## src/sv/ffha_pkg.sv

```systemverilog
// shared constants and control bundles for the first-fit heap allocator
package ffha_pkg;

    localparam int HEAP_BYTES_DEF   = 1024;
    localparam int HEADER_BYTES_DEF = 24;

    // fixed widths of the beat fields
    localparam int REQ_W  = 10;
    localparam int ADDR_W = 10;

    localparam logic CMD_ALLOC = 1'b0;
    localparam logic CMD_FREE  = 1'b1;

    // control of the shared add/compare unit
    typedef struct packed {
        logic add_hdr;
        logic sub;
    } alu_ctl_t;

    // write strobes for the header store
    typedef struct packed {
        logic size_en;
        logic free_en;
        logic free_bit;
    } wr_ctl_t;

endpackage

```

## src/sv/ffha_alu.sv

```systemverilog
// shared add/subtract unit with header offset and a less-than compare
module ffha_alu
    import ffha_pkg::*;
#(
    parameter int CW           = 12,
    parameter int HEADER_BYTES = HEADER_BYTES_DEF
)
(
    input  logic [CW-1:0] a,
    input  logic [CW-1:0] b,
    input  logic [CW-1:0] c,
    input  alu_ctl_t      ctl,
    output logic [CW-1:0] sum,
    output logic          lt
);

    logic [CW-1:0] hdr_v;

    assign hdr_v = ctl.add_hdr ? CW'(HEADER_BYTES) : '0;

    // sub: a - b, otherwise a + b; the header offset is subtracted or added only with add_hdr
    always_comb
    begin
        if (ctl.sub)
        begin
            sum = a - b - hdr_v;
        end
        else
        begin
            sum = a + b + hdr_v;
        end
    end

    assign lt = (sum < c);

endmodule

```

## config.mk

```make
export PLATFORM = sky130hd
export DESIGN_NAME = ffha_alu
export DESIGN_NICKNAME = d
export VERILOG_FILES = /design/src/sv/ffha_pkg.sv /design/src/sv/ffha_alu.sv
export SDC_FILE = /design/constraint.sdc
export NUM_CORES = 1
export LEC_CHECK = 0
export ABC_AREA = 1
export BUFFER_PORTS_ARGS = -buffer_cell sky130_fd_sc_hd__buf_2
export CELL_PAD_IN_SITES_DETAIL_PLACEMENT = 1
export CELL_PAD_IN_SITES_GLOBAL_PLACEMENT = 2
export CORE_ASPECT_RATIO = 0.5
export CORE_MARGIN = 10
export CORE_UTILIZATION = 30
export DETAILED_ROUTE_END_ITERATION = 10
export PLACE_DENSITY_LB_ADDON = 0.1
export SYNTH_ARGS = -nofsm -noshare
export SYNTH_HDL_FRONTEND = slang
export SYNTH_SLANG_ARGS = --single-unit
```

## constraint.sdc

```tcl
create_clock -name vclk -period 8.5
set_input_delay 0.85 -clock vclk [all_inputs]
set_output_delay 0.85 -clock vclk [all_outputs]
set_load 0.005 [all_outputs]
```

* Word level (Yosys, flattened, before mapping) *
Index checks and enable logic that the tools add are counted.

storage, ports and cells
  register bits after elaboration = 0
  word-level logic and storage cells = 7
  output and inout port bits = 13
  bits of input ports = 38

cells by class
  $lt $le $gt $ge = 1
  muxes and demuxes = 2
  add/subtract/negate cells = 4

operators with widths
  operator          count
  $add A12 B12 Y12  1
  $add A12 B5 Y12   1
  $lt A12 B12 Y1    1
  $mux W12          1
  $sub A12 B12 Y12  1
  $sub A12 B5 Y12   1
  $mux W5           1

* Logic depth before layout (Yosys ltp) *
Gate-level depths: netlist (run 1).

  depth in word-level cells = 4
  depth in mapped cells = 20
  mapped depth without buffers = 20

* Worst setup path before layout (run 1) *
OpenSTA, ideal clock, no wires.

  path type = in2out
  start = input a[3]
  end = output lt
  required time = 7.650 ns
  slack = 4.419 ns
  stages = 17
  arrival time = 3.231 ns
  buffers on the path = 0
  cells stage by stage = inv_1 -> fa_1 -> inv_1 -> ha_1 -> nand2_1 -> nand3_1 -> nand4_1 -> a21o_1 -> nand3_1 -> nand2_1 -> inv_1 -> ha_1 -> a21oi_1 -> nor2_1 -> a211oi_1 -> o21ai_0 -> a21oi_1

between the ends
  word-level cells in the longest chain between the ends = 4
  elaborated cells on any way between the ends = 6
  those cells by class = add/sub: 4; order compare: 1; mux: 1

RTL lines
  what                                                  line                            source
  start, declared                                       ffha_alu.sv:9                   input logic [CW-1:0] a,
  $add A12 B12 Y12 or $sub A12 B12 Y12 (tied branches)  ffha_alu.sv:30, ffha_alu.sv:26
  $add A12 B5 Y12 or $sub A12 B5 Y12 (tied branches)    ffha_alu.sv:30, ffha_alu.sv:26
  $mux W12 (*)                                          ffha_alu.sv:24                  if (ctl.sub)
  named net sum[9]                                      ffha_alu.sv:13                  output logic [CW-1:0] sum,
  $lt A12 B12 Y1 (*)                                    ffha_alu.sv:34                  assign lt = (sum < c);
  end, declared                                         ffha_alu.sv:14                  output logic lt

The timed path passes the listed nets; every way through them passes the cells marked *.

* Worst setup path after layout (run 1) *
  start = input a[1]
  end = output lt

between the ends
  word-level cells in the longest chain between the ends = 4
  elaborated cells on any way between the ends = 6
  those cells by class = add/sub: 4; order compare: 1; mux: 1

RTL lines
  what                                                  line
  $add A12 B12 Y12 or $sub A12 B12 Y12 (tied branches)  ffha_alu.sv:30, ffha_alu.sv:26
  $add A12 B5 Y12 or $sub A12 B5 Y12 (tied branches)    ffha_alu.sv:30, ffha_alu.sv:26
  $mux W12 (*)                                          ffha_alu.sv:24
  $lt A12 B12 Y1 (*)                                    ffha_alu.sv:34

Every way passes the cells marked *; elsewhere a longest branch is shown, timed or not.

==> results.txt, run 1 <==
----------------------------------------------------
[Yosys]
  Cell accounting for the most synthesized area ... ha_1
  Post-Synth Simple-Gate Area ... 36.8%
  Count of yosys warnings during synthesis ... 0
  Top post-synthesis cells by count ... nand2_1 (115), inv_1 (90), ha_1 (49)
  Top-count cell post-synth ... nand2_1
  Mapped Area ... 0.00205 mm²
  Post-synthesis instance total ... between 300 and 400
  Fraction of the yosys area taken by sequential cells ... 0%
  Area share of the largest cell type after synthesis ... about 30%
  Post-Syn Nets ... approximately 460
  Post-synthesis cell type count ... 24
  Synth Area in Compound Gates ... 10.2%
  Average cell area after synthesis ... about 5.6 µm²
  Arithmetic-cell share of the synthesized area counting full adders, half adders and majority gates ... 35.8%
  Mux contribution to synthesized area ... 0%
  Xor and xnor fraction of the mapped netlist area ... 0%
  Main combinational cell family by area after synthesis ... simple AND/OR/NAND/NOR gates
  Top cells by area, synth ... ha_1 (30%), nand2_1 (21%), inv_1 (16%), nand3_1 (6.6%), fa_1 (5.9%)

[Drt]
  Remaining design rule violation count ... 0
  Via count ... 2316
  Wire per inst ... 13.3 µm
  Drt total wl ... 6740 µm
  Initial detailed-routing violation count ... 84
  Detailed-router iteration count before antenna repair ... 4
  Number of nets with antenna violations after routing ... 0
  Vias/cell ... 4.57

[Pwr]
  Overall Power ... 0.223 mW
  Power per standard cell area ... 92.7 mW/mm²
  Leakage ... 1.58 nW
  Worst supply voltage drop on vdd ... 0.0316 mV

[Finish]
  Post-route insts no fill ... 507
  Total of clock buffers placed in the layout ... 0
  Ant diodes ... 0
  FF+latch count ... 0
  Fraction of final layout cells sized beyond drive strength 1 ... between 10% and 20%
  Reg area ... 0 µm²
  Net count of the finished layout ... 510
  Area added between synthesis and finish ... 17.6%

[Timing]
  Pins over their slew limit ... 0
  Setup repair after global routing missed its margin ... no
  Worst Tran Pin Value ... 454 ps
  Worst slack on hold paths ... 2200 ps
  Final worst-path cycle share ... 55.9%
  Period minus WS final ... 4750 ps
  Max-Slew Margin vs Limit ... 69.7%
  Total of endpoints with negative setup slack in the final report ... 0
  Endpoints failing hold ... 0
  Max Clk Rate ... approximately 210 MHz
  Post-route setup TNS ... 0 ps

[Floorplanning]
  I/O Pins ... between 50 and 60
  Die H ... 78.4 µm
  Initial Util ... 30.8%
  Die area ... 0.0107 mm²
  Core outline area ... between 0.006 and 0.007 mm²
  Horizontal die dimension ... between 100 and 150 µm
  Standard-cell rows ... 21

[Min path]
  Path category of the worst min-delay check ... in -> out
  Worst Hold Launch ... ctl[0]
  Hold-critical path endpoint ... sum[0]
  Hold path depth ... 4

[Place]
  HPWL after detailed placement ... 6170 µm
  Port Buffer Count ... 51
  Placed cells ... between 500 and 600
  Gp weighted congestion ... 0.848

[Global route]
  Congestion Overflow GR ... 0
  Initial antenna violation count ... 0
  Overall track demand over capacity in global routing ... 12.6%
  Via count of the first global-routing pass ... approximately 2500
  Largest net degree at the start of global routing ... 14
  First-pass GRT wire length ... 11600 µm

[Clock network]
  Number of gates given a new drive strength after cts ... 0
  Number of buffers added for setup after CTS ... 0
  Post-CTS Hold Buffers ... 0

[Worst setup path]
  Required arrival time at the worst endpoint ... between 7000 and 8000 ps
  Crit. End Element ... primary output
  Worst Path Class, Setup ... in -> out
  Critical path fanouts, max ... 6
  Kind of launch point of the worst setup path ... input port
  Worst path arrival time ... 3900 ps

[Run status]
  Result of the run ... finished clean

[Run]
  Count of max-cap constraint violations ... 0

----------------------------------------------------
[metal layers]
metal	share of wire (%)	vias to the layer above	track usage, %
met5	0	-	0
met2	42	29	20.3
met3	3.3	0	0.826
li1	-	1229	-
met4	0	0	0
met1	54	1058	18.8
[cells in the final DEF, fill, tap and decap left out]
master    instances
nand2_1         115
inv_1            90
buf_2            51
ha_1             49
nand3_1          27
nor2_1           25
a21oi_1          18
nand4_1           8
o21ai_0           6
fa_1              6
a21o_1            3
nor2_2            2
nand2_2           2
o21ai_2           2
o22ai_1           2
inv_2             1
a211o_2           1
nand3b_1          1
o21ai_1           1
or2_1             1
a31oi_1           1
nor3_1            1
o21a_1            1
a211oi_1          1
[logic make-up (layout without fill, tap and decap cells)]
logic type,count (synthesis),count (layout)
and+or+nand+nor,182,182
buffers and inverters,93,142
adders and majority gates,55,55
AOI/OAI and AO/OA,36,36
[report_power, final]
group          switching [mW]  internal, mW  total (mW)
combinational           0.137        0.0859       0.223
clock                       0             0           0
sequential                  0             0           0
[final cells by class]
cell class / instances / area (µm²)
multi-input cells: 273 / 1700
repair buffers: 51 / 255
inverters: 91 / 342
well taps: 92 / 115
fillers: 939 / 4240
[stage by stage]
| stage | setup slack, ps | util (%) | cell area [µm²] |
|---|---|---|---|
| 6_report | 3750 | 36.2 | 2410 |
| 5_1_grt | 3420 | 36.2 | 2410 |
| 4_1_cts | 3750 | 36.2 | 2410 |
| 3_5_place_dp | 3770 | 36.2 | 2410 |
| 3_3_place_gp | 3810 | 36.2 | 2410 |
| 2_1_floorplan | 4420 | - | 2050 |
[worst max-delay path: stages]
cell and delay [ps]:
buf_2 150, ha_1 300, ha_1 270, fa_1 470, nand2_1 130, nand3_1 130, nand4_1 160, a21o_1 140
nand3_1 70, nand2_1 80, inv_1 50, ha_1 290, a21oi_1 130, nor2_1 50, a211oi_1 250, o21ai_0 130
a21oi_1 120, buf_2 120
[worst max-delay path by stage]
stage	from	endpoint	slack (ps)
6_report	a[1]	lt	3750
5_1_grt	a[1]	lt	3420
4_1_cts	a[1]	lt	3750
3_5_place_dp	a[1]	lt	3770
3_3_place_gp	a[1]	lt	3810
2_1_floorplan	a[3]	lt	4420
(Power assumes the default switching activity.)
==> run 2, diff against run 1 <==
ABC_AREA = 0   (was 1)
clock period = 4.9 ns   (was 8.5 ns; I/O delays follow)
==> run 2 against run 1 <==
Net effect: sequential share of layout area unchanged; flip-flop and latch count unchanged; utilization increased by 2.5 points; critical path depth decreased by 2; combinational power increased by 60%; count of clock-buffer cells in the layout unchanged; largest power group unchanged; highest routed layer unchanged.
==> results.txt, run 2 <==
----------------------------------------------------
[Place]
  Placed Area ... 0.00197 mm² (-18%)
  Placed cells ... 331 (-35%)
  Worst slack at placement ... 280 ps (-3490 ps)
  HPWL after detailed placement ... 4100 µm (-34%)
  Gp weighted congestion ... 0.757 (-11%)
  Port Buffer Count ... 51 (unchanged)

[Worst setup path]
  Slowest cell on the critical path ... a2111oi_1
  Kind of launch point of the worst setup path ... input port
  Buffer and inverter count on the worst path ... 2 (-1)
  Required arrival time at the worst endpoint ... 4410 ps (-3240 ps)
  Delay-heaviest family, CP ... compound AO/OA/AOI/OAI gates
  Worst Path Class, Setup ... in -> out
  Crit. End Element ... primary output
  Delay of the slowest critical-path stage ... 510 ps (+40 ps)
  Critical path fanouts, max ... 5 (-1)
  Worst path arrival time ... 3940 ps (+40 ps)
  Cell with the most instances on the worst path ... ha_1
  CP Cell Sequence ... buf_2 > ha_1 > ha_1 > fa_1 > a21oi_1 > o211a_1 > o211ai_1 > o211ai_1 > xnor2_1 > mux2i_1 > xnor2_1 > ha_1 > nand4_1 > a2111oi_1 > a2111oi_0 > buf_2

[Drt]
  Remaining design rule violation count ... 0 (unchanged)
  Wire per inst ... 13.2 µm (-0.77%)
  Initial detailed-routing violation count ... 29 (-65%)
  Detailed-router iteration count before antenna repair ... 4 (unchanged)
  Via count ... 1533 (-34%)
  Drt total wl ... 4370 µm (-35%)
  Number of nets with antenna violations after routing ... 0 (unchanged)
  Vias/cell ... 4.63 (+1.4%)

[Timing]
  Worst Slack Setup Final ... 467 ps (-3280 ps)
  Setup repair after global routing missed its margin ... no
  Endpoints failing hold ... 0 (unchanged)
  Post-route setup TNS ... 0 ps (unchanged)
  Worst Tran Pin Value ... 461 ps (+7.12 ps)
  Period minus WS final ... 4430 ps
  Final worst-path cycle share ... 90.5%
  Pins over their slew limit ... 0 (unchanged)
  Max Clk Rate ... between 200 and 250 MHz
  Max-Slew Margin vs Limit ... 69.2% (-0.52 points)
  Total of endpoints with negative setup slack in the final report ... 0 (unchanged)

[Finish]
  Ant diodes ... 0 (unchanged)
  Post-route insts no fill ... 331 (-35%)
  Multi-input logic area ... 0.00146 mm² (-14%)
  Area added between synthesis and finish ... 20.2%
  Final cell area excluding filler cells ... 0.00197 mm² (-18%)
  Utilization after layout ... 38.7% (+2.5 points)
  Net count of the finished layout ... 356 (-30%)
  Most frequent cells in the layout ... buf_2 (51), ha_1 (49), inv_1 (46), a21oi_1 (18), xnor2_1 (15)
  Most common library cell in the layout ignoring fill and taps ... buf_2
  Fraction of final layout cells sized beyond drive strength 1 ... 20.7% (+6.5 points)
  Reg area ... 0 µm² (unchanged)
  FF+latch count ... 0 (unchanged)
  Total of clock buffers placed in the layout ... 0 (unchanged)
  Number of inserted filler cells in the final layout ... 655 (-30%)

[Run status]
  Result of the run ... finished clean

[Run]
  Count of max-cap constraint violations ... 0 (unchanged)

[Floorplanning]
  Horizontal die dimension ... 125 µm (-9.0%)
  Die H ... 72.3 µm (-7.9%)
  Core outline area ... 0.00509 mm² (-23%)
  Die area ... 0.00900 mm² (-16%)
  Initial Util ... 32.2% (+1.4 points)
  Standard-cell rows ... 18 (-14%)
  I/O Pins ... 51 (unchanged)

[Clock network]
  Number of buffers added for setup after CTS ... 0 (unchanged)

[Pwr]
  Leakage ... 1.14 nW (-27%)
  Power per standard cell area ... 181 mW/mm² (+95%)
  Worst supply voltage drop on vdd ... 0.0443 mV (+40%)

[Yosys]
  Top-count cell post-synth ... ha_1
  Mapped Area ... 0.00164 mm² (-20%)
  Top post-synthesis cells by count ... ha_1 (49), inv_1 (46), a21oi_1 (18)
  Post-synthesis cell type count ... 32 (+33%)
  Top cells by area, synth ... ha_1 (37%), inv_1 (11%), xnor2_1 (8.0%), fa_1 (7.3%), a21oi_1 (5.5%)
  Count of yosys warnings during synthesis ... 0 (unchanged)
  Average cell area after synthesis ... 7.73 µm² (+38%)
  Area share of the largest cell type after synthesis ... 37.4% (+7.5 points)
  Cell accounting for the most synthesized area ... ha_1
  Post-Syn Nets ... 305 (-34%)
  Fraction of the yosys area taken by sequential cells ... 0% (unchanged)
  Post-synthesis instance total ... 212 (-42%)

[Global route]
  Overall track demand over capacity in global routing ... 9.40% (-3.2 points)
  Largest net degree at the start of global routing ... 20 (+6)
  Congestion Overflow GR ... 0 (unchanged)
  First-pass GRT wire length ... 7540 µm (-35%)
  Via count of the first global-routing pass ... 1612 (-35%)
  Initial antenna violation count ... 0 (unchanged)

[Min path]
  Path category of the worst min-delay check ... in -> out

----------------------------------------------------
==> run 2: cell count changes after synthesis, sizes merged, moves of 3 or more <==
cell,before,now
nand2,117,6
mux2i,0,4
inv,91,46
xnor2,0,15
o211ai,0,5
nand3,27,0
nor2,27,11
nand2b,0,3
xor2,0,6
nand4,8,2
a21o,3,11
==> run 2: logic make-up (layout without fill, tap and decap cells) <==
family                   Yosys count  in the layout  share of synthesized area (%)
AND/OR/NAND/NOR                   28             28                           8.02
AO/OA/AOI/OAI                     55             55                           21.6
XOR/XNOR                          21             21                           11.2
buffers and inverters             48             97                           11.3
adder cells (fa/ha/maj)           55             55                           44.7
multiplexers                       5              5                           3.13
==> run 2: cell type report <==
cell class         count  share of cell area (%)
multi-input cells    164                    73.8
repair buffers        51                    13.0
inverters             46                    8.76
well taps             70                    4.44
==> run 2: repair_timing <==
action | CTS | global route
endpoints found under the setup margin | 0 | 1
gates resized for setup | 0 | 1
hold buffers | 0 | 0
hold endpoints to repair | 0 | 0
==> run 2: report_power, final <==
| part | switching (mW) | internal (mW) | leakage, nW |
|---|---|---|---|
| logic | 0.189 | 0.167 | 1.14 |
| registers | 0 | 0 | 0 |
| clock network | 0 | 0 | 0 |
==> run 2: worst min-delay path: stages <==
cell,delay (ps)
buf_2,80
xor2_1,70
xnor2_1,140
buf_2,130
==> run 2: per-layer routing <==
| layer | GRT usage, % | vias to the layer above | routed length, µm |
|---|---|---|---|
| met1 | 12.8 | 699 | 2260 |
| met2 | 16.9 | 23 | 1990 |
| met5 | 0 | - | 0 |
| met3 | 0.653 | 0 | 116 |
| li1 | - | 811 | - |
| met4 | 0 | 0 | 0 |
==> run 2: through the flow <==
stage / total power [mW] / hold slack (ps)
floorplan: 0.249 / 1150
global placement: 0.355 / 1400
detailed placement: 0.362 / 1410
CTS: 0.365 / 1410
global route: 0.411 / 1430
finish: 0.356 / 1400
==> run 2: path summary, 6_finish.rpt <==
check / startpoint / endpoint / slack, ps / cells past startpoint
worst max-delay path: a[1] / lt / 470 / 16
worst min-delay path: a[11] / sum[11] / 1400 / 4
