**src/sv/ffha_pkg.sv**
```systemverilog
// shared constants and control bundles for the first-fit heap allocator
package ffha_pkg;

    localparam int HEAP_BYTES_DEF   = 1024;
    localparam int HEADER_BYTES_DEF = 24;

    // fixed widths of the beat fields
    localparam int REQ_W  = 10;
    localparam int ADDR_W = 10;

    localparam logic CMD_ALLOC = 1'b0;
    localparam logic CMD_FREE  = 1'b1;

    // control of the shared add/compare unit
    typedef struct packed {
        logic add_hdr;
        logic sub;
    } alu_ctl_t;

    // write strobes for the header store
    typedef struct packed {
        logic size_en;
        logic free_en;
        logic free_bit;
    } wr_ctl_t;

endpackage

```
**src/sv/ffha_seq.sv**
```systemverilog
// sequencer for block walk, split, free marking and coalescing, with output register
module ffha_seq
    import ffha_pkg::*;
#(
    parameter int HEAP_BYTES   = HEAP_BYTES_DEF,
    parameter int CW           = 12
)
(
    input  logic                          clk,
    input  logic                          rst_n,
    input  logic                          in_valid,
    output logic                          in_stall,
    input  logic                          cmd,
    input  logic [REQ_W-1:0]              request_size,
    input  logic [ADDR_W-1:0]             release_address,
    output logic                          out_valid,
    input  logic                          out_stall,
    output logic [ADDR_W-1:0]             payload_address,
    output logic                          success,
    output logic [$clog2(HEAP_BYTES)-1:0] rd_addr,
    input  logic [$clog2(HEAP_BYTES)-1:0] mem_size,
    input  logic                          mem_free,
    output logic [$clog2(HEAP_BYTES)-1:0] wr_addr,
    output logic [$clog2(HEAP_BYTES)-1:0] wr_size,
    output wr_ctl_t                       wr_ctl,
    output logic [CW-1:0]                 alu_a,
    output logic [CW-1:0]                 alu_b,
    output logic [CW-1:0]                 alu_c,
    output alu_ctl_t                      alu_ctl,
    input  logic [CW-1:0]                 alu_sum,
    input  logic                          alu_lt
);

    localparam int AW = $clog2(HEAP_BYTES);
    localparam logic [CW-1:0] HEAP_C = CW'(HEAP_BYTES);

    typedef enum logic [4:0] {
        S_IDLE,
        S_A_FIT,
        S_A_NEXT,
        S_A_SPLIT,
        S_A_NB,
        S_A_NSZ,
        S_A_HSZ,
        S_A_ADDR,
        S_F_CHK,
        S_F_MARK,
        S_C_RD,
        S_C_LD,
        S_C_NX,
        S_C_LDN,
        S_C_MRG,
        S_RESP
    } state_t;

    state_t            state_reg,     state_next;
    logic [AW-1:0]     cur_reg,       cur_next;
    logic [AW-1:0]     nxt_reg,       nxt_next;
    logic [AW-1:0]     sz_reg,        sz_next;
    logic [AW-1:0]     nsz_reg,       nsz_next;
    logic              fr_reg,        fr_next;
    logic [REQ_W-1:0]  req_reg,       req_next;
    logic [ADDR_W-1:0] rel_reg,       rel_next;
    logic [ADDR_W-1:0] res_addr_reg,  res_addr_next;
    logic              res_ok_reg,    res_ok_next;
    logic              out_valid_reg, out_valid_next;
    logic [ADDR_W-1:0] out_addr_reg,  out_addr_next;
    logic              out_ok_reg,    out_ok_next;

    always_comb
    begin
        state_next     = state_reg;
        cur_next       = cur_reg;
        nxt_next       = nxt_reg;
        sz_next        = sz_reg;
        nsz_next       = nsz_reg;
        fr_next        = fr_reg;
        req_next       = req_reg;
        rel_next       = rel_reg;
        res_addr_next  = res_addr_reg;
        res_ok_next    = res_ok_reg;
        out_addr_next  = out_addr_reg;
        out_ok_next    = out_ok_reg;
        out_valid_next = out_valid_reg && out_stall;

        in_stall = 1'b1;
        rd_addr  = cur_reg;
        wr_addr  = cur_reg;
        wr_size  = AW'(req_reg);
        wr_ctl   = '0;
        alu_a    = '0;
        alu_b    = '0;
        alu_c    = HEAP_C;
        alu_ctl  = '0;

        unique case (state_reg)
            S_IDLE:
            begin
                in_stall = 1'b0;
                rd_addr  = '0;
                if (in_valid)
                begin
                    req_next = request_size;
                    rel_next = release_address;
                    cur_next = '0;
                    if (cmd == CMD_ALLOC)
                    begin
                        state_next = S_A_FIT;
                    end
                    else
                    begin
                        state_next = S_F_CHK;
                    end
                end
            end

            // walk: is the block just read free and large enough
            S_A_FIT:
            begin
                alu_a   = CW'(mem_size);
                alu_c   = CW'(req_reg);
                sz_next = mem_size;
                if (mem_free && !alu_lt)
                begin
                    state_next = S_A_SPLIT;
                end
                else
                begin
                    state_next = S_A_NEXT;
                end
            end

            S_A_NEXT:
            begin
                alu_a           = CW'(cur_reg);
                alu_b           = CW'(sz_reg);
                alu_ctl.add_hdr = 1'b1;
                if (alu_lt)
                begin
                    cur_next   = alu_sum[AW-1:0];
                    rd_addr    = alu_sum[AW-1:0];
                    state_next = S_A_FIT;
                end
                else
                begin
                    res_addr_next = '0;
                    res_ok_next   = 1'b0;
                    state_next    = S_RESP;
                end
            end

            // mark used, then split if the tail exceeds a header
            S_A_SPLIT:
            begin
                wr_ctl.free_en  = 1'b1;
                wr_ctl.free_bit = 1'b0;
                alu_a           = CW'(req_reg);
                alu_c           = CW'(sz_reg);
                alu_ctl.add_hdr = 1'b1;
                if (alu_lt)
                begin
                    state_next = S_A_NB;
                end
                else
                begin
                    state_next = S_A_ADDR;
                end
            end

            S_A_NB:
            begin
                alu_a           = CW'(cur_reg);
                alu_b           = CW'(req_reg);
                alu_ctl.add_hdr = 1'b1;
                if (alu_lt)
                begin
                    nxt_next   = alu_sum[AW-1:0];
                    state_next = S_A_NSZ;
                end
                else
                begin
                    state_next = S_A_ADDR;
                end
            end

            S_A_NSZ:
            begin
                alu_a           = CW'(sz_reg);
                alu_b           = CW'(req_reg);
                alu_ctl.add_hdr = 1'b1;
                alu_ctl.sub     = 1'b1;
                wr_addr         = nxt_reg;
                wr_size         = alu_sum[AW-1:0];
                wr_ctl.size_en  = 1'b1;
                wr_ctl.free_en  = 1'b1;
                wr_ctl.free_bit = 1'b1;
                state_next      = S_A_HSZ;
            end

            S_A_HSZ:
            begin
                wr_size        = AW'(req_reg);
                wr_ctl.size_en = 1'b1;
                state_next     = S_A_ADDR;
            end

            S_A_ADDR:
            begin
                alu_a           = CW'(cur_reg);
                alu_ctl.add_hdr = 1'b1;
                res_addr_next   = alu_sum[ADDR_W-1:0];
                res_ok_next     = 1'b1;
                state_next      = S_RESP;
            end

            // header offset of the released payload, wraps high when below a header
            S_F_CHK:
            begin
                alu_a           = CW'(rel_reg);
                alu_ctl.add_hdr = 1'b1;
                alu_ctl.sub     = 1'b1;
                res_addr_next   = '0;
                res_ok_next     = 1'b1;
                if (alu_lt)
                begin
                    cur_next   = alu_sum[AW-1:0];
                    state_next = S_F_MARK;
                end
                else
                begin
                    state_next = S_RESP;
                end
            end

            S_F_MARK:
            begin
                wr_ctl.free_en  = 1'b1;
                wr_ctl.free_bit = 1'b1;
                cur_next        = '0;
                state_next      = S_C_RD;
            end

            S_C_RD:
            begin
                rd_addr    = '0;
                state_next = S_C_LD;
            end

            S_C_LD:
            begin
                sz_next    = mem_size;
                fr_next    = mem_free;
                state_next = S_C_NX;
            end

            S_C_NX:
            begin
                alu_a           = CW'(cur_reg);
                alu_b           = CW'(sz_reg);
                alu_ctl.add_hdr = 1'b1;
                if (alu_lt)
                begin
                    nxt_next   = alu_sum[AW-1:0];
                    rd_addr    = alu_sum[AW-1:0];
                    state_next = S_C_LDN;
                end
                else
                begin
                    state_next = S_RESP;
                end
            end

            S_C_LDN:
            begin
                if (fr_reg && mem_free)
                begin
                    nsz_next   = mem_size;
                    state_next = S_C_MRG;
                end
                else
                begin
                    cur_next   = nxt_reg;
                    sz_next    = mem_size;
                    fr_next    = mem_free;
                    state_next = S_C_NX;
                end
            end

            S_C_MRG:
            begin
                alu_a           = CW'(sz_reg);
                alu_b           = CW'(nsz_reg);
                alu_ctl.add_hdr = 1'b1;
                sz_next         = alu_sum[AW-1:0];
                wr_size         = alu_sum[AW-1:0];
                wr_ctl.size_en  = 1'b1;
                state_next      = S_C_NX;
            end

            S_RESP:
            begin
                if (!out_valid_reg || !out_stall)
                begin
                    out_valid_next = 1'b1;
                    out_addr_next  = res_addr_reg;
                    out_ok_next    = res_ok_reg;
                    state_next     = S_IDLE;
                end
            end

            default:
            begin
                state_next = S_IDLE;
            end
        endcase
    end

    always_ff @(posedge clk or negedge rst_n)
    begin
        if (!rst_n)
        begin
            state_reg     <= S_IDLE;
            out_valid_reg <= 1'b0;
            cur_reg       <= '0;
            nxt_reg       <= '0;
            sz_reg        <= '0;
            nsz_reg       <= '0;
            fr_reg        <= 1'b0;
            req_reg       <= '0;
            rel_reg       <= '0;
            res_addr_reg  <= '0;
            res_ok_reg    <= 1'b0;
            out_addr_reg  <= '0;
            out_ok_reg    <= 1'b0;
        end
        else
        begin
            state_reg     <= state_next;
            out_valid_reg <= out_valid_next;
            cur_reg       <= cur_next;
            nxt_reg       <= nxt_next;
            sz_reg        <= sz_next;
            nsz_reg       <= nsz_next;
            fr_reg        <= fr_next;
            req_reg       <= req_next;
            rel_reg       <= rel_next;
            res_addr_reg  <= res_addr_next;
            res_ok_reg    <= res_ok_next;
            out_addr_reg  <= out_addr_next;
            out_ok_reg    <= out_ok_next;
        end
    end

    assign out_valid       = out_valid_reg;
    assign payload_address = out_addr_reg;
    assign success         = out_ok_reg;

    a_load_from_resp: assert property (@(posedge clk) disable iff (!rst_n)
        $rose(out_valid_reg) |-> $past(state_reg == S_RESP))
        else $error("result beat raised outside the response step");

    a_fail_no_addr: assert property (@(posedge clk) disable iff (!rst_n)
        (out_valid_reg && !out_ok_reg) |-> (out_addr_reg == '0))
        else $error("failed allocation carries an address");

    a_accept_busy: assert property (@(posedge clk) disable iff (!rst_n)
        (in_valid && !in_stall) |=> (state_reg != S_IDLE))
        else $error("accepted beat left the sequencer idle");

    a_no_idle_write: assert property (@(posedge clk) disable iff (!rst_n)
        (state_reg == S_IDLE) |-> (!wr_ctl.size_en && !wr_ctl.free_en))
        else $error("header store written while idle");

endmodule

```
**config.mk**
```make
export PLATFORM = sky130hd
export DESIGN_NAME = ffha_seq
export DESIGN_NICKNAME = d
export VERILOG_FILES = /design/src/sv/ffha_pkg.sv /design/src/sv/ffha_seq.sv
export SDC_FILE = /design/constraint.sdc
export NUM_CORES = 1
export LEC_CHECK = 0
export BUFFER_PORTS_ARGS = -buffer_cell sky130_fd_sc_hd__buf_2
export CAP_MARGIN = 25
export CORE_MARGIN = 2
export CORE_UTILIZATION = 53
export DETAILED_ROUTE_END_ITERATION = 8
export PLACE_DENSITY = 0.8
export RECOVER_POWER = 25
export SYNTH_ARGS = -nofsm -noshare
export SYNTH_HDL_FRONTEND = slang
export SYNTH_SLANG_ARGS = --single-unit
```
**constraint.sdc**
```tcl
create_clock -name clk -period 4 [get_ports clk]
set_input_delay 0.6 -clock clk [delete_from_list [all_inputs] [get_ports clk]]
set_output_delay 0.6 -clock clk [all_outputs]
set_load 0.005 [all_outputs]
```
Word-level counts from Yosys, hierarchy flattened:

Cells that the tools add are included.

* register bits: 89
* output and inout port bits: 84
* logic and storage cells: 105

* equality and inequality tests: 19
* mux-type cells: 36
* reductions and logical operators: 37

Operators with widths (number)
* 10-bit one-hot mux with 3 select lines: 3
* 5-bit one-hot mux with 15 select lines: 1
* 10-bit 2-to-1 mux: 7
* 10-bit one-hot mux with 5 select lines: 1
* 5-bit by 4-bit == test with 1-bit output, second input constant: 8
* 10-bit one-hot mux with 4 select lines: 1
* 11-bit one-hot mux with 2 select lines: 1
* 2-bit OR reduction: 11
* 5-bit by 3-bit == test with 1-bit output, second input constant: 4
* 10-bit one-hot mux with 2 select lines: 1
* 2-bit AND reduction: 9
* 5-bit by 2-bit == test with 1-bit output, second input constant: 2
* 5-bit 2-to-1 mux: 2
* 1-bit 2-to-1 mux: 9
* 2-bit 2-to-1 mux: 4
* 4-bit 2-to-1 mux: 2
* 2-bit != test, second input constant: 4
* 8-bit OR reduction: 1
* 3-bit nonzero test: 2
* 5-bit by 1-bit == test with 1-bit output, second input constant: 1
* 5-bit logical NOT: 1
* 1-bit one-hot mux with 2 select lines: 2
* 2-bit one-hot mux with 2 select lines: 1
* 2-bit nonzero test: 2
* 8 further kinds: 12

Longest topological paths before layout:

Gate-level depths: netlist (run 1).

* depth after elaboration: 4
* gate-level depth with buffers: 7
* depth with buffers taken out: 4

Worst setup path before layout (run 1):

Ideal clock, no wire load.

* kind: register -> output
* start point: register state_reg[3]
* end point: output wr_addr[0]
* arrival time: 1.474 ns
* setup slack: 1.926 ns
* cell stages (with the launch flop): 5
* buffers on the path: 1
* path through: dfrtp_1 > buf_6 > nand2b_2 > nor2_2 > mux2_2

* word-level cells in the longest chain between the ends: 2

RTL lines
* start: declaration: RTL line ffha_seq.sv:56 `state_t state_reg, state_next;`
* start signal: assignment: RTL line ffha_seq.sv:338 `state_reg <= state_next;`
* 5-bit by 3-bit == test with 1-bit output: RTL line ffha_seq.sv:96 `unique case (state_reg)`
* 10-bit 2-to-1 mux: RTL line ffha_seq.sv:96
* end: declaration: RTL line ffha_seq.sv:23 `output logic [$clog2(HEAP_BYTES)-1:0] wr_addr,`

No other way between the ends.

Final worst setup path (run 1):

* start point: register state_reg[2]
* end point: output alu_b[9]

* word-level cells in the longest chain between the ends: 3
* elaborated cells on any way between the ends: 8
* those cells by class: eq/ne: 5; mux: 1; reduce/logical: 2

RTL lines
* 5-bit by 4-bit == test with 1-bit output, or another cell as far along: RTL line ffha_seq.sv:96
* 2-bit OR reduction (no source line)
* 10-bit one-hot mux with 3 select lines *: RTL line ffha_seq.sv:96
* end: declaration: RTL line ffha_seq.sv:27 `output logic [CW-1:0] alu_b,`

Mark *: on every way between the ends. The rest lies on a longest branch, timed or not.

==> qor.yml, run 1 <==
run_status:
  status: "finished, violations left"
  violations: "capacitance limit, slew limit"
detailed_routing:
  wl_met2_mm: 6.869
  via_per_inst: 6.177
  drt_first_pass_iters: 5
  drt-wirelength-per-cell_um: 20.04
  wl_met3_mm: 1.173
  ant_nets: 0
  top_layer: "met4"
  drc: 0
  drt_wl_total_mm: 14.49
  drt-initial-drc-count: 339
  wl_met1_mm: 5.964
  num_vias: 4466
finish:
  fin_nets: 638
  fillers: 811
  final_cells: 723
  n_antenna_cell: 0
  drive_gt1_frac: 0.4327
  area_growth_pct: 16.65
clock_network:
  cts-root-buf: "clkbuf_8"
  htreeDepth: 3
  clkLatencyLatePin_ps: 370
  clk_pin_slew_worst_paths_ps: 100
  holdBufCountCts: 0
  cts_tree: "built"
  clkSinkCount: 88
  cts_setup_buffers: 0
  post_cts_resized: 0
  max-clock-path-buffers: 2
  numCtsBuffers: 9
logic_synthesis:
  synth_common_cells: "mux2_2, dfrtp_1, a22oi_1"
  seq_area_frac_synth: 0.4278
  ys_warn_count: 0
  synth-main-ff-cell: "dfrtp_1"
  netlist_top_cells_area: "dfrtp_1, mux2_2, a22oi_1, mux2i_1, a22o_1"
  synth_edf_count: 0
  synth_most_common_cell: "mux2_2"
  synthArstFlopShare: 1.000
  yosysTopAreaCell: "dfrtp_1"
  ys_types: 55
  syn_inst: 477
  synth.avg_cell_area_um2: 10.79
  netlist_area_um2: 5147
  synth_top_area_share: 0.4278
  synth-seq-cells: 88
global_routing:
  grt_max_degree: 71
  gr-usage-all-layers: 0.2828
  overflow: 0
  grt_pass1_vias: 4276
  antenna_found_initial: 0
  grt_first_pass_wirelength_mm: 22.51
floorplan:
  die-area_um2: 10520
  start_util: 0.5518
  die_h_um: 102.6
  core_um2: 9328
  rows: 35
  pin_count: 133
  die_w_um: 102.6
worst_setup_path:
  worstReg2RegStart: "state_reg[2]"
  start_kind: "flop"
  worstSetupPathType: "flop to output port"
  r2r_end: "sz_reg[6]"
  critPathMaxFanout: 25
  reg2reg_slack_ps: 1380
  critPathCaptureType: "output port"
  cp.arrival_ps: 2950
  required_ps: 3400
  ff2ff_path_depth: 4
timing:
  fin_tns_setup_ps: 0
  grt_setup_unrepaired: "false"
  fmax_mhz: 282.1
  setup_violations: 0
  slew_viol_final: 71
  fin_crit_ps: 3545
  hold_viol: 0
  tightest_slew_ps: 1740
  relSlewSlack: -0.1601
  fin_crit_sh: 0.8863
  clock_skew_ps: 10.76
placement:
  placedCellCount: 706
  dpl.hpwl_mm: 9.880
  port_buffers: 125
  gp_congestion: 0.8773
power:
  cellPowerDensity_nw_per_um2: 779.6
  ir_worst_vdd_v: 0.0003812
  p_leak_nw: 2.823
worst_hold_path:
  hold_class: "input pin to async pin"
run:
  cap_violations: 1
==> worst max-delay path: stages, from the launching register on <==
cell	delay, ps
dfrtp_1	940
inv_1	310
nor3_2	790
a22oi_1	160
o21ai_0	200
buf_2	180
==> cell type report <==
| type | instances | area [um2] | share of cell area |
|---|---|---|---|
| multi-input combinational | 342 | 2710 | 0.4513 |
| sequential | 88 | 2202 | 0.3667 |
| timing repair buffer | 134 | 696.9 | 0.1161 |
| tap | 129 | 161.4 | 0.02688 |
| clock buffer | 10 | 137.6 | 0.02292 |
| inverter | 14 | 52.55 | 0.008752 |
| clock inverter | 6 | 43.79 | 0.007293 |
==> worst max-delay path by stage <==
| stage | to | start | cells past startpoint |
|---|---|---|---|
| finish | alu_b[9] | state_reg[2] | 5 |
| global route | alu_b[9] | state_reg[2] | 5 |
| CTS | alu_b[9] | state_reg[2] | 5 |
| detailed placement | alu_b[9] | state_reg[2] | 5 |
| global placement | alu_b[3] | state_reg[2] | 5 |
| floorplan | wr_addr[0] | state_reg[3] | 4 |
==> placed cells by master, fill, tap and decap left out, drive strengths merged, types with 2 or more instances in the layout <==
cell,count
clkbuf,12
nor2b,4
nand3,4
nand2b,4
conb,5
o2bb2ai,10
or2,3
dfrtp,88
xor2,2
a21oi,21
clkinvlp,4
o211ai,11
a22oi,33
clkinv,2
buf,132
mux2,92
o21ai,30
o22ai,2
nor2,27
a22o,20
inv,14
nor3,5
nand2,29
and2,3
mux2i,20
==> where the power goes <==
part           leakage [nW]  total [W]  internal (W)  switching (W)
registers              1.09    0.00172       0.00128       0.000442
logic                  1.65    0.00237       0.00115        0.00122
clock network        0.0809   0.000592      0.000244       0.000348
total                  2.82    0.00468       0.00267        0.00201
==> stage by stage <==
stage	util	hold WS [ps]	setup slack [ps]	total power [W]	instance area, um2
floorplan	-	304.4	1926	0.003245	5162
global placement	0.6225	466.3	1092	0.003962	5807
detailed placement	0.6255	473.6	977.1	0.004069	5834
CTS	0.6449	106.8	560.6	0.004663	6016
global route	0.6437	456.1	359.9	0.004984	6005
finish	0.6437	393.7	454.9	0.004681	6005
==> per-layer routing <==
metal | global-route usage | vias up
li1 | - | 1980
met1 | 0.3904 | 2198
met2 | 0.4404 | 250
met3 | 0.05220 | 38
met4 | 0.1210 | 0
met5 | 0 | -
==> cells by family after synthesis <==
family                 after synthesis  share of synthesized area
buffers and inverters               51                    0.05104
multiplexers                       112                     0.2402
XOR/XNOR                             3                   0.005105
AND/OR/NAND/NOR                     85                    0.08532
AO/OA/AOI/OAI                      137                     0.1898
flip-flops                          88                     0.4278
other                                1                  0.0007285
(Power assumes the default switching activity.)
==> inputs of run 2 (changes only) <==
--- a/config.mk
+++ b/config.mk
@@ -6,5 +6,5 @@
 export NUM_CORES = 1
 export LEC_CHECK = 0
-export BUFFER_PORTS_ARGS = -buffer_cell sky130_fd_sc_hd__buf_2
+export BUFFER_PORTS_ARGS = -buffer_cell sky130_fd_sc_hd__clkbuf_2
 export CAP_MARGIN = 25
 export CORE_MARGIN = 2
==> constraint.sdc (replaced) <==
create_clock -name clk -period 4 [get_ports clk]
set_input_delay 0.6 -clock clk [delete_from_list [all_inputs] [get_ports clk]]
set_output_delay 0.6 -clock clk [all_outputs]
set_load 0.1 [all_outputs]
==> run 2 against run 1 <==
Net effect:
- the run still ends with capacitance limit, slew limit left
- global-route usage grew 0.43 points
- setup slack lost 34 ps
- core utilization grew 0.54 points
- critical endpoint is now alu_b[3]
- largest cell class unchanged
- sequential cell count is the same
- final cell count grew 0.41%
- highest routed layer unchanged
- clock skew shrank 2.1 ps
==> qor.yml, run 2 (synthesis gave the netlist of run 1 again) <==
detailed_routing:
  via_per_inst: 6.174  # about the same
  num_vias: 4482  # +0.36%
  drt-wirelength-per-cell_um: 20.12  # +0.43%
  drt-initial-drc-count: 349  # +2.9%
  drt_first_pass_iters: 5  # unchanged
  drc: 0  # unchanged
  drt_wl_total_mm: 14.61  # +0.85%
  ant_nets: 0  # unchanged
finish:
  drive_gt1_frac: 0.4355  # +0.002851
  design_area_um2: 6055  # +0.83%
  n_antenna_cell: 0  # unchanged
  layout_commonest_cell: "clkbuf_2"
  fin_nets: 641  # +0.47%
  fillers: 745  # -8.1%
  final_cells: 726  # +0.41%
  final_cell_mix: "clkbuf_2, mux2_2, dfrtp_1"
  area_growth_pct: 17.62
floorplan:
  die-area_um2: 10520  # unchanged
  rows: 35  # unchanged
  core_um2: 9328  # unchanged
  start_util: 0.5518  # unchanged
  die_w_um: 102.6  # unchanged
  die_h_um: 102.6  # unchanged
  pin_count: 133  # unchanged
worst_setup_path:
  ff2ff_path_depth: 6  # +2
  cp.arrival_ps: 2980  # +30 ps
  cp_slowest_cell: "dfrtp_1"
  setup.worst_path.start: "state_reg[2]"
  start_kind: "flop"
  worstReg2RegStart: "state_reg[2]"
  critPathCaptureType: "output port"
  r2r_end: "sz_reg[7]"
  required_ps: 3400  # about the same
  cp_cell_sequence: "nor2_2 > a22oi_1 > or2_2 > o21ai_0 > clkbuf_2"
  critPathCapture: "alu_b[3]"
  worstSetupPathType: "flop to output port"
  critPathMaxFanout: 25  # unchanged
  reg2reg_slack_ps: 1250  # -130 ps
  slowest_delay_ps: 730  # -210 ps
clock_network:
  numCtsBuffers: 9  # unchanged
  htreeDepth: 3  # unchanged
  clkLatencyLatePin_ps: 360  # about the same
  cts-root-buf: "clkbuf_8"
  holdBufCountCts: 0  # unchanged
  max-clock-path-buffers: 2  # unchanged
  cts_setup_buffers: 0  # unchanged
  post_cts_resized: 0  # unchanged
  cts_tree: "built"
  clkSinkCount: 88  # unchanged
  clk_pin_slew_worst_paths_ps: 100  # about the same
global_routing:
  overflow: 0  # unchanged
  grt_max_degree: 71  # unchanged
  gr-usage-all-layers: 0.2871  # +0.004259
  grt_pass1_vias: 4380  # +2.4%
  antenna_found_initial: 0  # unchanged
  grt_first_pass_wirelength_mm: 22.93  # +1.8%
run:
  cap_violations: 1  # unchanged
placement:
  port_buffers: 125  # unchanged
  placedCellCount: 709  # +0.42%
  dpl.hpwl_mm: 10.10  # +2.3%
  placed_area_um2: 5857  # +0.39%
  gp_congestion: 0.9172  # +4.5%
timing:
  relSlewSlack: -0.1577  # +0.002344
  setup_violations: 0  # unchanged
  fmax_mhz: 279.4  # -0.96%
  clock_skew_ps: 8.629  # -2.131 ps
  hold_viol: 0  # unchanged
  fin_crit_ps: 3579  # +34.28 ps
  slew_viol_final: 71  # unchanged
  grt_setup_unrepaired: "false"
  fin_crit_sh: 0.8948  # +0.008570
  tightest_slew_ps: 1737  # -3.515 ps
  fin_tns_setup_ps: 0  # unchanged
worst_hold_path:
  hold_class: "input pin to async pin"
run_status:
  status: "finished, violations left"
  violations: "capacitance limit, slew limit"
==> run 2: final cells by class <==
| type | count | area (um2) | area share |
|---|---|---|---|
| well taps | 129 | 161.4 | 0.02666 |
| multi-input cells | 342 | 2710 | 0.4476 |
| clock buffers | 9 | 123.9 | 0.02046 |
| inverters | 14 | 52.55 | 0.008679 |
| repair buffers | 137 | 719.4 | 0.1188 |
| flip-flops and latches | 88 | 2202 | 0.3637 |
| clock inverters | 7 | 85.08 | 0.01405 |
==> run 2: per-stage QoR <==
step | setup slack (ps) | hold slack, ps | utilization
finish | 420.6 | 405.9 | 0.6491
floorplan | 86.93 | 304.4 | -
global placement | 994.5 | 471.1 | 0.6250
detailed placement | 927.2 | 475.2 | 0.6279
global route | 235.8 | 459.1 | 0.6491
CTS | 505.7 | 109.7 | 0.6503
==> run 2: critical path: cells and delay by family, from the launching register on <==
kind / cells / cell delay [ps]
simple gates: 2 / 870
flops: 1 / 730
buf+inv: 1 / 520
compound gates: 2 / 480
==> run 2: metal layers <==
metal | share of wire | track usage
met5 | 0 | 0
met4 | 0.032 | 0.1374
met1 | 0.40 | 0.3927
met2 | 0.48 | 0.4465
met3 | 0.087 | 0.04949
==> run 2: how the worst min path moves through the flow <==
stage | start | end | slack [ps] | cells after the start
after CTS | rst_n | nsz_reg[0] | 110 | 1
final | rst_n | nsz_reg[0] | 410 | 1
after detailed placement | payload_address[7] | payload_address[7] | 480 | 1
after floorplan | rst_n | cur_reg[0] | 300 | 0
after global routing | release_address[4] | rel_reg[4] | 460 | 2
after global placement | payload_address[6] | payload_address[6] | 470 | 1
Power of run 2 is not shown: default switching activity piles up to over one toggle a cycle in this logic, so the estimate is an artifact.
